$ cat config.mk
export PLATFORM = sky130hd
export DESIGN_NAME = srsc_ram
export DESIGN_NICKNAME = d
export VERILOG_FILES = /design/src/hw/rtl/shadow_return_stack_checker_top_assert.svh /design/src/hw/rtl/srsc_ram.sv
export SDC_FILE = /design/constraint.sdc
export NUM_CORES = 1
export LEC_CHECK = 0
export BUFFER_PORTS_ARGS = -buffer_cell sky130_fd_sc_hd__buf_2
export CORE_ASPECT_RATIO = 0.75
export CORE_UTILIZATION = 40
export DETAILED_ROUTE_END_ITERATION = 8
export PLACE_DENSITY = 0.58
export SLEW_MARGIN = 15
export SYNTH_ARGS = -nofsm -noshare
export SYNTH_HDL_FRONTEND = slang
export SYNTH_SLANG_ARGS = --single-unit
$ cat constraint.sdc
create_clock -name clk -period 1.7 [get_ports clk]
set_input_delay 0.17 -clock clk [delete_from_list [all_inputs] [get_ports clk]]
set_output_delay 0.17 -clock clk [all_outputs]
set_load 0.01 [all_outputs]
$ cat src/hw/rtl/shadow_return_stack_checker_top_assert.svh
// ----------------------------------------------------------------------------
// Shadow return stack checker assertion macros
// Concurrent assertion helpers that sample on clk and are held off in reset.
// ----------------------------------------------------------------------------
`ifndef SHADOW_RETURN_STACK_CHECKER_TOP_ASSERT_SVH
`define SHADOW_RETURN_STACK_CHECKER_TOP_ASSERT_SVH

// A condition that holds at every clock edge out of reset.
`define SRSC_ASSERT_ALWAYS(label, cond, msg) \
    label: assert property (@(posedge clk) disable iff (!rst_n) (cond)) \
        else $error(msg);

// A condition that implies another one in the same cycle.
`define SRSC_ASSERT_IMPLIES(label, ante, cons, msg) \
    label: assert property (@(posedge clk) disable iff (!rst_n) (ante) |-> (cons)) \
        else $error(msg);

// A condition that implies another one in the next cycle.
`define SRSC_ASSERT_NEXT(label, ante, cons, msg) \
    label: assert property (@(posedge clk) disable iff (!rst_n) (ante) |=> (cons)) \
        else $error(msg);

`endif

$ cat src/hw/rtl/srsc_ram.sv
// ----------------------------------------------------------------------------
// Generic single-port-write RAM
// One write port and one read port, read data registered.
// ----------------------------------------------------------------------------
module srsc_ram #(
    parameter int WIDTH = 8,
    parameter int DEPTH = 16
) (
    input  logic                                         clk,
    input  logic                                         we,
    input  logic [((DEPTH > 1) ? $clog2(DEPTH) : 1)-1:0] waddr,
    input  logic [WIDTH-1:0]                             wdata,
    input  logic                                         re,
    input  logic [((DEPTH > 1) ? $clog2(DEPTH) : 1)-1:0] raddr,
    output logic [WIDTH-1:0]                             rdata
);

    logic [WIDTH-1:0] mem [DEPTH];

    always_ff @(posedge clk)
    begin
        if (we)
        begin
            mem[waddr] <= wdata;
        end
        if (re)
        begin
            rdata <= mem[raddr];
        end
    end

endmodule

## Yosys cells after proc, flatten, opt, wreduce, memory -nomap -nowiden

Memories as Yosys holds them, arrays and structs flattened. A register that Yosys moved wholly into a read port is not among the register bits.
Cells that the tools add are included.
W data, S select, Z words.

| storage, ports and cells | value |
|---|---|
| bits in writable memories | 128 |
| logic and storage cells | 3 |
| output and inout bits | 8 |
| memories | 1 |
| register bits after elaboration | 0 |
| bits of input ports | 19 |

Memories:

| name | depth | bits a word | read ports | clocked after Yosys merged registers in | wr ports | line | text |
|---|---|---|---|---|---|---|---|
| mem | 16 | 8 | 1 | 1 | 1 | srsc_ram.sv:18 | `logic [WIDTH-1:0] mem [DEPTH];` |

| operators by class | value |
|---|---|
| multiplexer cells | 2 |

Operator list:

| cell | count |
|---|---|
| $mux W1 | 2 |

## Longest topological paths before layout

| depth | value |
|---|---|
| word-level depth | 2 |
| depth in mapped cells | 5 |

## Worst setup path after synthesis

No wires, ideal clock.

| path | value |
|---|---|
| path type | input -> register |
| start point | in waddr[2] (netlist bit) |
| end point | mem mem[0][0] (enable) |
| cell stages on the path | 2 |
| library setup time | 0.383 ns |
| arrival time | 1.280 ns |
| path slack | 0.037 ns |
| path buffers | 0 |
| cell sequence | or3b_2 > nor3_1 |

RTL lines:

| item | line | text |
|---|---|---|
| start: declaration | srsc_ram.sv:11 | `input logic [((DEPTH > 1) ? $clog2(DEPTH) : 1)-1:0] waddr,` |
| end: declaration | srsc_ram.sv:18 |  |

No word-level cell before the write port.

==> tab_implementation.tex <==
\begin{tabular}{lr}
\hline
Metric & Value \\
\hline
\multicolumn{2}{l}{\textbf{Placement}} \\
Final weighted congestion of routability-driven global placement & between 0.7 and 0.8 \\
Buffers added on ports & 26 \\
Detailed Place HPWL & roughly 6.5 mm \\
Placement-stage cell area & 5700 um2 \\
\multicolumn{2}{l}{\textbf{Floorplan}} \\
Initial Utilization & a little over two fifths \\
Top-Level Pins & 27 \\
Area inside the core boundary & roughly 13000 um2 \\
Die Wd & 134 um \\
Core Rows & 35 \\
Die ar. & between 10000 and 15000 um2 \\
DIE HEIGHT & slightly above 100 um \\
\multicolumn{2}{l}{\textbf{Drt}} \\
Post-DRT Antenna Nets & 0 \\
Initial DRC Count & 173 \\
Total via count after detailed routing & 2426 \\
Count of TritonRoute iterations in the first routing pass & 4 \\
DRC Markers & 0 \\
Vias per Instance & around 5.2 \\
Wire length per cell after detailed routing & about 22 um \\
DRT Wirelength & between 10 and 15 mm \\
\multicolumn{2}{l}{\textbf{Final layout}} \\
Share of final-layout standard cells stronger than drive strength 1 & 33.3\% \\
Inserted Diodes & 0 \\
Fin area & 6290 um2 \\
Area growth syn-to-layout & 20.4\% \\
Utilization of the core after routing & approximately 50\% \\
Layout Nets & between 300 and 400 \\
\multicolumn{2}{l}{\textbf{STA}} \\
Final count of pins violating max slew & 0 \\
Fin Setup TNS & 0 ns \\
Final hold violations & 0 \\
Max Freq & 656 MHz \\
Setup clock skew after layout & approximately 0.006 ns \\
Total setup violations reported at the end of the flow & 0 \\
Worst slew slack as a fraction of its limit & a little under three quarters \\
Min Clock Period, post-route & 1.52 ns \\
Pin slew with the least headroom to its limit & approximately 0.43 ns \\
Ratio of final minimum period to clock period & between 80 and 90\% \\
Unrepaired setup endpoints after global routing & no \\
\multicolumn{2}{l}{\textbf{Synthesis}} \\
Synthesized area & approximately 5200 um2 \\
Post-synthesis area per instance & 22.8 um2 \\
Yosys warnings & 0 \\
Register bit count reported by yosys & 136 \\
Gate count after technology mapping & 229 \\
Sequential area share after synthesis & between 70\% and 80\% \\
Library cells used by synthesis & 18 \\
Mapped Nets & 248 \\
\multicolumn{2}{l}{\textbf{Global routing}} \\
Via count of the first global-routing pass & 2571 \\
Met1 Usage GRT & around 24\% \\
First-pass GRT wire length & 15.6 mm \\
Largest net degree at the start of global routing & 33 \\
GR met3 Demand/Resource & under 10\% \\
Antenna violations before repair & 0 \\
Global router's overall resource usage & 17.0\% \\
Met2 Track Usage GR & roughly 24\% \\
Global routing's busiest layer & met2 \\
Global route total overflow & 0 \\
\multicolumn{2}{l}{\textbf{Hold path}} \\
Type of the tightest min-delay check & primary input to flip-flop \\
\multicolumn{2}{l}{\textbf{Clocking}} \\
TritonCTS buffer count & 17 \\
Clock tree root buffer cell & clkbuf\_16 \\
Insertion delay of the later-clocked pin in the worst-skew pair & around 0.42 ns \\
TritonCTS clock tree & built \\
Maximum buffer depth of the clock tree & 2 \\
Count of hold buffers inserted by post-cts repair & 0 \\
Buffer count from post-CTS setup fixing & 0 \\
Count of H-tree levels built during CTS & 4 \\
Number of gates given a new drive strength after cts & 0 \\
TritonCTS Sinks & between 100 and 150 \\
Clock transition at the registers of the reported paths & around 0.060 ns \\
\multicolumn{2}{l}{\textbf{Critical path}} \\
Critical path required time & roughly 1.8 ns \\
Crit Path Max Fanout & 1 \\
Arrival @ worst endpoint & approximately 1.7 ns \\
Worst setup SP type & flip-flop \\
Type of the worst setup path & flip-flop to flip-flop \\
Critical Path Sink Type & flip-flop \\
\multicolumn{2}{l}{\textbf{Run status}} \\
Outcome & completed \\
\multicolumn{2}{l}{\textbf{Power}} \\
Peak VDD IR & 0.706 mV \\
Cell leakage power & between 2 and 2.5 nW \\
Total power per unit cell area & roughly 1200 nW/um2 \\
\multicolumn{2}{l}{\textbf{Run}} \\
Total of max-cap violations & 0 \\
\hline
\end{tabular}
report_power, final:
group          internal [W]  switching, W
clock               0.00218       0.00144
sequential          0.00378     0.0000234
combinational      0.000160      0.000198
area by class of cell:
| type | count | area [um2] |
|---|---|---|
| tap | 166 | 208 |
| fill | 1042 | 6230 |
| clock buffer | 17 | 425 |
| timing repair buffer | 49 | 353 |
| sequential | 136 | 4080 |
| multi-input combinational | 83 | 1060 |
| clock inverter | 15 | 168 |
sequential cells by signal, indices dropped and copies added (netlist names):
name,flops
mem,128
rdata,8
layout by cell type (no fill, tap or decap), drive strengths merged:
| cell | count |
|---|---|
| edfxtp | 136 |
| buf | 49 |
| mux4 | 32 |
| clkbuf | 17 |
| a22oi | 16 |
| nor2 | 13 |
| nand2 | 9 |
| clkinvlp | 5 |
| inv | 5 |
| nor3 | 4 |
| clkinv | 3 |
| nand3b | 2 |
| nand2b | 2 |
| bufinv | 2 |
| nor2b | 1 |
| and2 | 1 |
| and2b | 1 |
| nand3 | 1 |
| or3b | 1 |
cells in the mapped netlist:
library cell,n,area (um2)
and2b_1,1,7.51
a22oi_1,16,120
buf_2,3,15.0
buf_6,3,33.8
nand3_1,1,5.00
or3b_2,1,8.76
mux4_1,14,368
nand3b_1,2,15.0
nor2_1,13,48.8
nand2b_1,2,12.5
buf_4,1,7.51
nor3_1,4,20.0
and2_1,1,6.26
nor2b_1,1,6.26
mux4_2,18,405
nand2_1,9,33.8
edfxtp_1,136,4080
clkdlybuf4s25_2,3,30.0
final timing paths:
path                             start                  to  slack (ns)  depth (start not counted)
hold reg to reg   mem[14][3]$_DFFE_PP_  rdata[3]$_DFFE_PP_        0.74                          3
setup / recovery   mem[9][4]$_DFFE_PP_  rdata[4]$_DFFE_PP_        0.18                          3
hold / removal                      re  rdata[6]$_DFFE_PP_        0.13                          1
setup reg to reg   mem[9][4]$_DFFE_PP_  rdata[4]$_DFFE_PP_        0.18                          3
per-stage QoR:
stage	std cells	hold WS (ns)	power [W]	setup WS, ns
final	466	0.130	0.00779	0.176
after global routing	466	0.126	0.00805	0.110
after CTS	466	0.119	0.00786	0.161
after detailed placement	434	0.557	0.00424	-0.0610
after global placement	434	0.553	0.00423	-0.0623
after floorplan	229	0.269	0.00406	0.0371
kinds of logic (layout without fill, tap and decap cells):
family                 Yosys count  after routing  share of synthesized area, %
AO/OA/AOI/OAI                   16             16                          2.30
AND/OR/NAND/NOR                 35             35                          3.14
flip-flops                     136            136                          78.1
multiplexers                    32             32                          14.8
buffers and inverters           10             81                          1.65
metal layers:
layer,up-vias,wire length [um]
met5,-,0
met4,0,149
met3,14,411
met2,53,4420
met1,1261,5070
li1,1098,-
critical path, cell delays in order, from the launching register on:
cell and delay (ns):
edfxtp_1 0.38, mux4_1 0.51, a22oi_1 0.22, nand2_1 0.14
No activity file was read; power rests on OpenSTA's default activity.
