File: config.mk
export PLATFORM = sky130hd
export DESIGN_NAME = srsc_buffer_table
export DESIGN_NICKNAME = d
export VERILOG_FILES = /design/src/hw/rtl/shadow_return_stack_checker_top_assert.svh /design/src/hw/rtl/srsc_pkg.sv /design/src/hw/rtl/srsc_ram.sv /design/src/hw/rtl/srsc_buffer_table.sv
export SDC_FILE = /design/constraint.sdc
export NUM_CORES = 2
export LEC_CHECK = 0
export ABC_AREA = 1
export BUFFER_PORTS_ARGS = -buffer_cell sky130_fd_sc_hd__buf_2
export CAP_MARGIN = 20
export CORE_MARGIN = 1.5
export CORE_UTILIZATION = 40
export DETAILED_ROUTE_END_ITERATION = 10
export GPL_TIMING_DRIVEN = 1
export SETUP_SLACK_MARGIN = 0.5
export SYNTH_ARGS = -nofsm -noshare
export SYNTH_HDL_FRONTEND = slang
export SYNTH_HIERARCHICAL = 1
export SYNTH_SLANG_ARGS = --single-unit
File: constraint.sdc
create_clock -name clk -period 2.7 [get_ports clk]
set_input_delay 0.27 -clock clk [delete_from_list [all_inputs] [get_ports clk]]
set_output_delay 0.27 -clock clk [all_outputs]
set_load 0.01 [all_outputs]
File: src/hw/rtl/shadow_return_stack_checker_top_assert.svh
// ----------------------------------------------------------------------------
// Shadow return stack checker assertion macros
// Concurrent assertion helpers that sample on clk and are held off in reset.
// ----------------------------------------------------------------------------
`ifndef SHADOW_RETURN_STACK_CHECKER_TOP_ASSERT_SVH
`define SHADOW_RETURN_STACK_CHECKER_TOP_ASSERT_SVH

// A condition that holds at every clock edge out of reset.
`define SRSC_ASSERT_ALWAYS(label, cond, msg) \
    label: assert property (@(posedge clk) disable iff (!rst_n) (cond)) \
        else $error(msg);

// A condition that implies another one in the same cycle.
`define SRSC_ASSERT_IMPLIES(label, ante, cons, msg) \
    label: assert property (@(posedge clk) disable iff (!rst_n) (ante) |-> (cons)) \
        else $error(msg);

// A condition that implies another one in the next cycle.
`define SRSC_ASSERT_NEXT(label, ante, cons, msg) \
    label: assert property (@(posedge clk) disable iff (!rst_n) (ante) |=> (cons)) \
        else $error(msg);

`endif

File: src/hw/rtl/srsc_pkg.sv
// ----------------------------------------------------------------------------
// Shadow return stack checker package
// Sizes, codes and item types shared by the checker modules.
// ----------------------------------------------------------------------------
package srsc_pkg;

    localparam int STACK_ENTRIES = 1024;
    localparam int TABLE_ENTRIES = 16;
    localparam int ADDR_BITS     = 64;

    localparam int DEPTH_W     = $clog2(STACK_ENTRIES + 1);
    localparam int SADDR_W     = $clog2(STACK_ENTRIES);
    localparam int CNT_W       = $clog2(TABLE_ENTRIES + 1);
    localparam int SLOT_W      = (TABLE_ENTRIES > 1) ? $clog2(TABLE_ENTRIES) : 1;
    localparam int CTX_W       = 64;
    localparam int DEPTH_OUT_W = 11;

    localparam logic [1:0] KIND_ENTRY   = 2'd0;
    localparam logic [1:0] KIND_EXIT    = 2'd1;
    localparam logic [1:0] KIND_SETJMP  = 2'd2;
    localparam logic [1:0] KIND_LONGJMP = 2'd3;

    localparam logic [2:0] ST_OK         = 3'd0;
    localparam logic [2:0] ST_OVERFLOW   = 3'd1;
    localparam logic [2:0] ST_EMPTY      = 3'd2;
    localparam logic [2:0] ST_MISMATCH   = 3'd3;
    localparam logic [2:0] ST_TABLE_FULL = 3'd4;
    localparam logic [2:0] ST_UNKNOWN    = 3'd5;
    localparam logic [2:0] ST_CONTEXT    = 3'd6;
    localparam logic [2:0] ST_RETURNED   = 3'd7;

    typedef struct packed {
        logic [1:0]  kind;
        logic [63:0] address;
        logic [63:0] context_req;
    } cmd_t;

    typedef struct packed {
        logic [2:0]             status;
        logic [DEPTH_OUT_W-1:0] depth;
    } result_t;

    typedef struct packed {
        logic              hit;
        logic [SLOT_W-1:0] slot;
    } tbl_lookup_t;

    typedef struct packed {
        logic                 en;
        logic [SLOT_W-1:0]    slot;
        logic [ADDR_BITS-1:0] key;
        logic [CTX_W-1:0]     ctx;
        logic [DEPTH_W-1:0]   mark;
    } tbl_wr_t;

endpackage

File: src/hw/rtl/srsc_ram.sv
// ----------------------------------------------------------------------------
// Generic single-port-write RAM
// One write port and one read port, read data registered.
// ----------------------------------------------------------------------------
module srsc_ram #(
    parameter int WIDTH = 8,
    parameter int DEPTH = 16
) (
    input  logic                                         clk,
    input  logic                                         we,
    input  logic [((DEPTH > 1) ? $clog2(DEPTH) : 1)-1:0] waddr,
    input  logic [WIDTH-1:0]                             wdata,
    input  logic                                         re,
    input  logic [((DEPTH > 1) ? $clog2(DEPTH) : 1)-1:0] raddr,
    output logic [WIDTH-1:0]                             rdata
);

    logic [WIDTH-1:0] mem [DEPTH];

    always_ff @(posedge clk)
    begin
        if (we)
        begin
            mem[waddr] <= wdata;
        end
        if (re)
        begin
            rdata <= mem[raddr];
        end
    end

endmodule

File: src/hw/rtl/srsc_buffer_table.sv
// ----------------------------------------------------------------------------
// Jump buffer table
// Keys are matched in parallel; context and depth mark live in a RAM.
// ----------------------------------------------------------------------------
module srsc_buffer_table
    import srsc_pkg::*;
(
    input  logic                 clk,
    input  logic                 rst_n,
    input  logic                 lookup_en,
    input  logic [ADDR_BITS-1:0] lookup_key,
    input  logic [CNT_W-1:0]     count,
    input  tbl_wr_t              wr,
    output tbl_lookup_t          lookup,
    output logic [CTX_W-1:0]     rd_ctx,
    output logic [DEPTH_W-1:0]   rd_mark
);

    logic [ADDR_BITS-1:0]     keys_reg [TABLE_ENTRIES];
    logic [TABLE_ENTRIES-1:0] match;
    logic                     hit;
    logic [SLOT_W-1:0]        slot;
    tbl_lookup_t              lookup_reg;
    tbl_lookup_t              lookup_next;
    logic [CTX_W+DEPTH_W-1:0] rdata;

    always_comb
    begin
        for (int i = 0; i < TABLE_ENTRIES; i++)
        begin
            match[i] = (CNT_W'(i) < count) && (keys_reg[i] == lookup_key);
        end
    end

    // The lowest matching slot wins.
    always_comb
    begin
        hit  = |match;
        slot = '0;
        for (int i = TABLE_ENTRIES - 1; i >= 0; i--)
        begin
            if (match[i])
            begin
                slot = SLOT_W'(i);
            end
        end
    end

    always_ff @(posedge clk)
    begin
        if (wr.en)
        begin
            keys_reg[wr.slot] <= wr.key;
        end
    end

    always_comb
    begin
        lookup_next = lookup_reg;
        if (lookup_en)
        begin
            lookup_next.hit  = hit;
            lookup_next.slot = slot;
        end
    end

    always_ff @(posedge clk or negedge rst_n)
    begin
        if (!rst_n)
        begin
            lookup_reg <= '0;
        end
        else
        begin
            lookup_reg <= lookup_next;
        end
    end

    srsc_ram #(
        .WIDTH(CTX_W + DEPTH_W),
        .DEPTH(TABLE_ENTRIES)
    ) u_ctx_ram (
        .clk  (clk),
        .we   (wr.en),
        .waddr(wr.slot),
        .wdata({wr.ctx, wr.mark}),
        .re   (lookup_en),
        .raddr(slot),
        .rdata(rdata)
    );

    assign lookup  = lookup_reg;
    assign rd_ctx  = rdata[CTX_W+DEPTH_W-1:DEPTH_W];
    assign rd_mark = rdata[DEPTH_W-1:0];

endmodule

# [After elaboration in Yosys (flattened, before gate mapping)]
# Memory sizes are Yosys's and may differ from the RTL's. A register that Yosys moved wholly into a read port is not among the register bits.
# Index checks and enable logic that the tools add are counted.
[word_totals] ff_bits=5 ramBits=2224 input_bits=216 output_inout_bits=80 elab_cells=71 memories=2
[op_classes] magnitude_cmp=16 n_eq_ne=16 muxes=18 reduce_logical=17
[memory_table] memory="u_ctx_ram.mem" words=16 word_bits=75 rd=1 rd_clocked_by_memory_dff=1 write_ports=1 line_no="srsc_ram.sv:18" text="logic [WIDTH-1:0] mem [DEPTH];"
[memory_table] memory="keys_reg" words=16 word_bits=64 rd=16 rd_clocked_by_memory_dff=0 write_ports=1 line_no="srsc_buffer_table.sv:19" text="logic [ADDR_BITS-1:0] keys_reg [TABLE_ENTRIES];"
[ops] op="$eq A64 B64 Y1" count=16
[ops] op="$mux W4" count=16
[ops] op="$lt A4 B5 Y1 const A" count=8
[ops] op="$lt A3 B5 Y1 const A" count=4
[ops] op="$logic_and A1 B1 Y1" count=16
[ops] op="$reduce_or A16 Y1" count=1
[ops] op="$lt A1 B5 Y1 const A" count=2
[ops] op="$lt A2 B5 Y1 const A" count=2
[ops] op="$mux W1" count=2

# [Longest topological paths before layout]
[logic_depth] depth_word=18 mapped_depth=37 depth_no_buf=33

# [Modules after synthesis]
# The synthesis kept the hierarchy.
[modules_own_cells] mod="srsc_ram" instances=1 cells_per_inst=4929 area_per_inst_um2=53864.2 seq_area_each_um2=38286.7
[modules_own_cells] mod="srsc_buffer_table" instances=1 cells_per_inst=3283 area_per_inst_um2=44482.7 seq_area_each_um2=30874.6

# [Worst setup path before layout]
# Ideal clock, no wire load.
[synth_timing] path_kind="input to register" from="in wr[141] (netlist name)" to="mem u_ctx_ram/mem[10][0] (netlist name), enable pin" setup_time_ps=509 arrival_time_ps=3617 path_slack_ps=-1425 path_stages=2 cell_sequence="nand3b_1 nor2_1"
[synth_rtl] element="from (decl)" line_no="srsc_buffer_table.sv:13" text="input tbl_wr_t wr,"
[synth_rtl] element="to (decl)" line_no="srsc_ram.sv:18"
# No word-level cell before the write port.

==> flow_summary.json <==
{
  "die-height_um": 499,
  "critical_path.endpoint_type": "flop",
  "synth_warnings": 6,
  "flip_flop_count_of_the_largest_register_after_layout": 1200,
  "cts_num_sinks": 2304,
  "groute.layer.met3.usage_pct": 4.84,
  "synth_enable_flop_cells": 2299,
  "outcome": "finished with violations",
  "cell_type_of_the_slowest_stage_on_the_worst_timing_path": "sky130_fd_sc_hd__edfxtp_1",
  "numPortBuffers": 295,
  "post_drt_wl_per_cell_um": 27.8,
  "slew_headroom_pct": 29.8,
  "antenna_found_initial": 61,
  "yosys-top-cells-area": "sky130_fd_sc_hd__edfxtp_1 70%, sky130_fd_sc_hd__nand2_1 7.9%, sky130_fd_sc_hd__nand3_1 4.8%, sky130_fd_sc_hd__xnor2_1 4.2%, sky130_fd_sc_hd__inv_1 4.0%",
  "max-cap-violations": 0,
  "layout_min_cycle_time_ps": 3800,
  "critical_path_buf_inv_count": 7,
  "ctsHtreeMaxLevel": 4,
  "total_routing_usage_reported_by_global_routing_pct": 28.2,
  "timing.hold.worst.class": "in -> reg",
  "drt_pre_antenna_iters": 8,
  "tightestPinTransition_ps": 1050,
  "cts.root.buffer_cell": "sky130_fd_sc_hd__clkbuf_16",
  "viasPerCell": 5.51,
  "cellLeakagePower_nw": 47.9,
  "floorplan.die.width_um": 499,
  "grt_pass1_wl_um": 497000,
  "slew_limit_fails": 0,
  "synth_fp_nets": 8428,
  "critPathLaunchType": "flop",
  "detailroute.via_count": 71200,
  "critical_path_arrival_ps": 4450,
  "setup_violations": 80,
  "ys.flop_type": "sky130_fd_sc_hd__edfxtp_1",
  "total_power_mw": 77.3,
  "cell_variety_after_synth": 54,
  "final_nets": 9708,
  "effective_utilization_at_floorplan_pct": 40.3,
  "maxClockFrequency_mhz": 263,
  "worst_slack_at_placement_ps": -1800,
  "critical_path_required_ps": 3350,
  "post_synthesis_instance_area_um2": 98300,
  "worst_ir_drop_vdd_uv": 654,
  "setup_repair_after_global_routing_missed_its_margin": "true",
  "final_min_period_over_clock_period_pct": 141,
  "use_met1_pct": 37.2,
  "grt.busiest_layer": "met2",
  "clkLatencyLatePin_ps": 910,
  "clkTransAtPathRegs_ps": 60,
  "regArea_um2": 69200,
  "multi_input_comb_area_um2": 24100,
  "cts_max_path_buffers": 3,
  "path_class": "reg -> reg",
  "tritoncts": "built",
  "worst-r2r-setup-slack_ps": -1100,
  "core.rowCount": 181,
  "dr.first_iter.drc_count": 9986,
  "post_layout_nonfiller_instances": 12900,
  "worst_path_maximum_fanout": 6,
  "power.density_cell_area_nw_per_um2": 628,
  "hold_viol_final": 0,
  "seq_total_area_yosys_pct": 70.3,
  "global_route.usage.met2_pct": 44.8,
  "drt.antenna.violating_nets": 0,
  "floorplan.core_area_um2": 244000,
  "finalWeightedCongestion": 1.02,
  "synth_largest_type_area_fraction_pct": 70.2,
  "critical-path-top-delay-family": "simple AND/OR/NAND/NOR gates",
  "grt-ovfl-total": 0,
  "floorplan.die_area_um2": 249000,
  "critical-path-top-cell-by-count": "sky130_fd_sc_hd__nand2_1",
  "yosys.cell_count.top_type": "sky130_fd_sc_hd__edfxtp_1",
  "cts_made_buffers": 239,
  "ios": 296,
  "first_global_vias": 66800,
  "yosys-top-cells-count": "2299 x sky130_fd_sc_hd__edfxtp_1, 2061 x sky130_fd_sc_hd__nand2_1, 1041 x sky130_fd_sc_hd__inv_1",
  "syn2layout_area_growth_pct": 25.2,
  "crit_path_max_incr_delay_ps": 460,
  "layout-drive-gt1-share_pct": 20.8,
  "drcViolationCount": 0,
  "synthArstFlopShare_pct": 0.217,
  "setup_ws_ps": -1100,
  "setup_tns_ps": -78640,
  "routed_wire_length_um": 359000,
  "synthesis.instances": 8212,
  "hpwlAfterDp_um": 228000,
  "post_synth.cell_area_avg_um2": 12.0,
  "synth_seq_cells": 2304,
  "nFillCells": 20800,
  "violations": "setup timing",
  "grt_start_max_net_pins": 65,
  "place.detailed.instances": 12200,
  "synth_top_cell_by_area": "sky130_fd_sc_hd__edfxtp_1",
  "skew_ps": 56.3
}
==> metal layers <==
layer / routed length (µm) / part of all wire, % / vias to the layer above
li1: - / - / 30600
met1: 133000 / 37 / 35100
met2: 165000 / 46 / 4533
met3: 38900 / 11 / 1011
met4: 22000 / 6.1 / 8
met5: 46 / 0.013 / -
==> logic make-up (layout without fill, tap and decap cells) <==
logic type / after synthesis / after routing / share of synthesized area, %
other: 0 / 29 / 0
DFF: 2304 / 2304 / 70.3
and+or+nand+nor: 3500 / 3500 / 15.3
buffers and inverters: 1450 / 2926 / 6.75
xor gates and xnor gates: 556 / 556 / 4.95
AOI/OAI and AO/OA: 402 / 402 / 2.67
==> worst reg2reg max path: cells and delay by family, from the launching register on <==
family        cells  cell delay (ps)
flops             1              460
xor+xnor          1              290
buf+inv           7              940
simple gates     24             1830
==> per-stage QoR <==
stage / instance area (µm²) / util (%) / hold slack (ps)
2_1_floorplan: 98400 / - / -25.6
3_3_place_gp: 111000 / 45.4 / 112
3_5_place_dp: 111000 / 45.4 / 111
4_1_cts: 122000 / 49.9 / 6.35
5_1_grt: 123000 / 50.4 / 15.1
6_report: 123000 / 50.5 / 79.3
==> final timing paths <==
kind,to,startpoint,cells past startpoint
min in group asynchronous,lookup[0]$_DFFE_PN0P_,rst_n,3
worst max-delay path,u_ctx_ram/rdata[34]$_DFFE_PP_,keys_reg[13][46]$_DFFE_PP_,32
worst max register to register,u_ctx_ram/rdata[34]$_DFFE_PP_,keys_reg[13][46]$_DFFE_PP_,32
worst min register to register,lookup[0]$_DFFE_PN0P_,lookup[0]$_DFFE_PN0P_,2
worst min-delay path,keys_reg[3][52]$_DFFE_PP_,wr[127],1
max in group asynchronous,lookup[4]$_DFFE_PN0P_,rst_n,3
==> layout by cell type, fill, tap and decap left out, drive strengths merged, types with 47 or more instances in the layout <==
master and count:
a221oi 47, buf 1270, clkbuf 330, clkinv 99
dlygate4sd3 122, edfxtp 2299, inv 1079, nand2 2062
nand3 941, nand4 138, nor2 225, nor4 55
o21ai 159, o22ai 99, or2 49, xnor2 473
xor2 83
==> power breakdown <==
part	switching, mW	leakage, nW	internal [mW]
Sequential	0.258	20.9	40.1
Clock	14.1	3.65	17.9
Combinational	3.32	23.3	1.59
==> timing repair <==
action                                  in CTS  in global routing
endpoints found under the hold margin     1669                  0
endpoints found under the setup margin      80                 80
resized for setup                          195                222
buffers inserted                            29                 12
pin swaps                                   58                 91
gates cloned                                38                  9
hold buffers                               122                  0
==> layout make-up <==
type / count / area share [%]
Clock inverter: 115 / 0.890
Multi-Input combinational cell: 4458 / 19.6
Inverter: 1075 / 3.37
Timing Repair inverter: 4 / 0.0671
Timing Repair Buffer: 1410 / 11.4
Tap cell: 3202 / 3.25
Clock buffer: 322 / 5.20
Antenna cell: 29 / 0.0590
Sequential cell: 2304 / 56.2
Power figures use the tool's default switching activity.
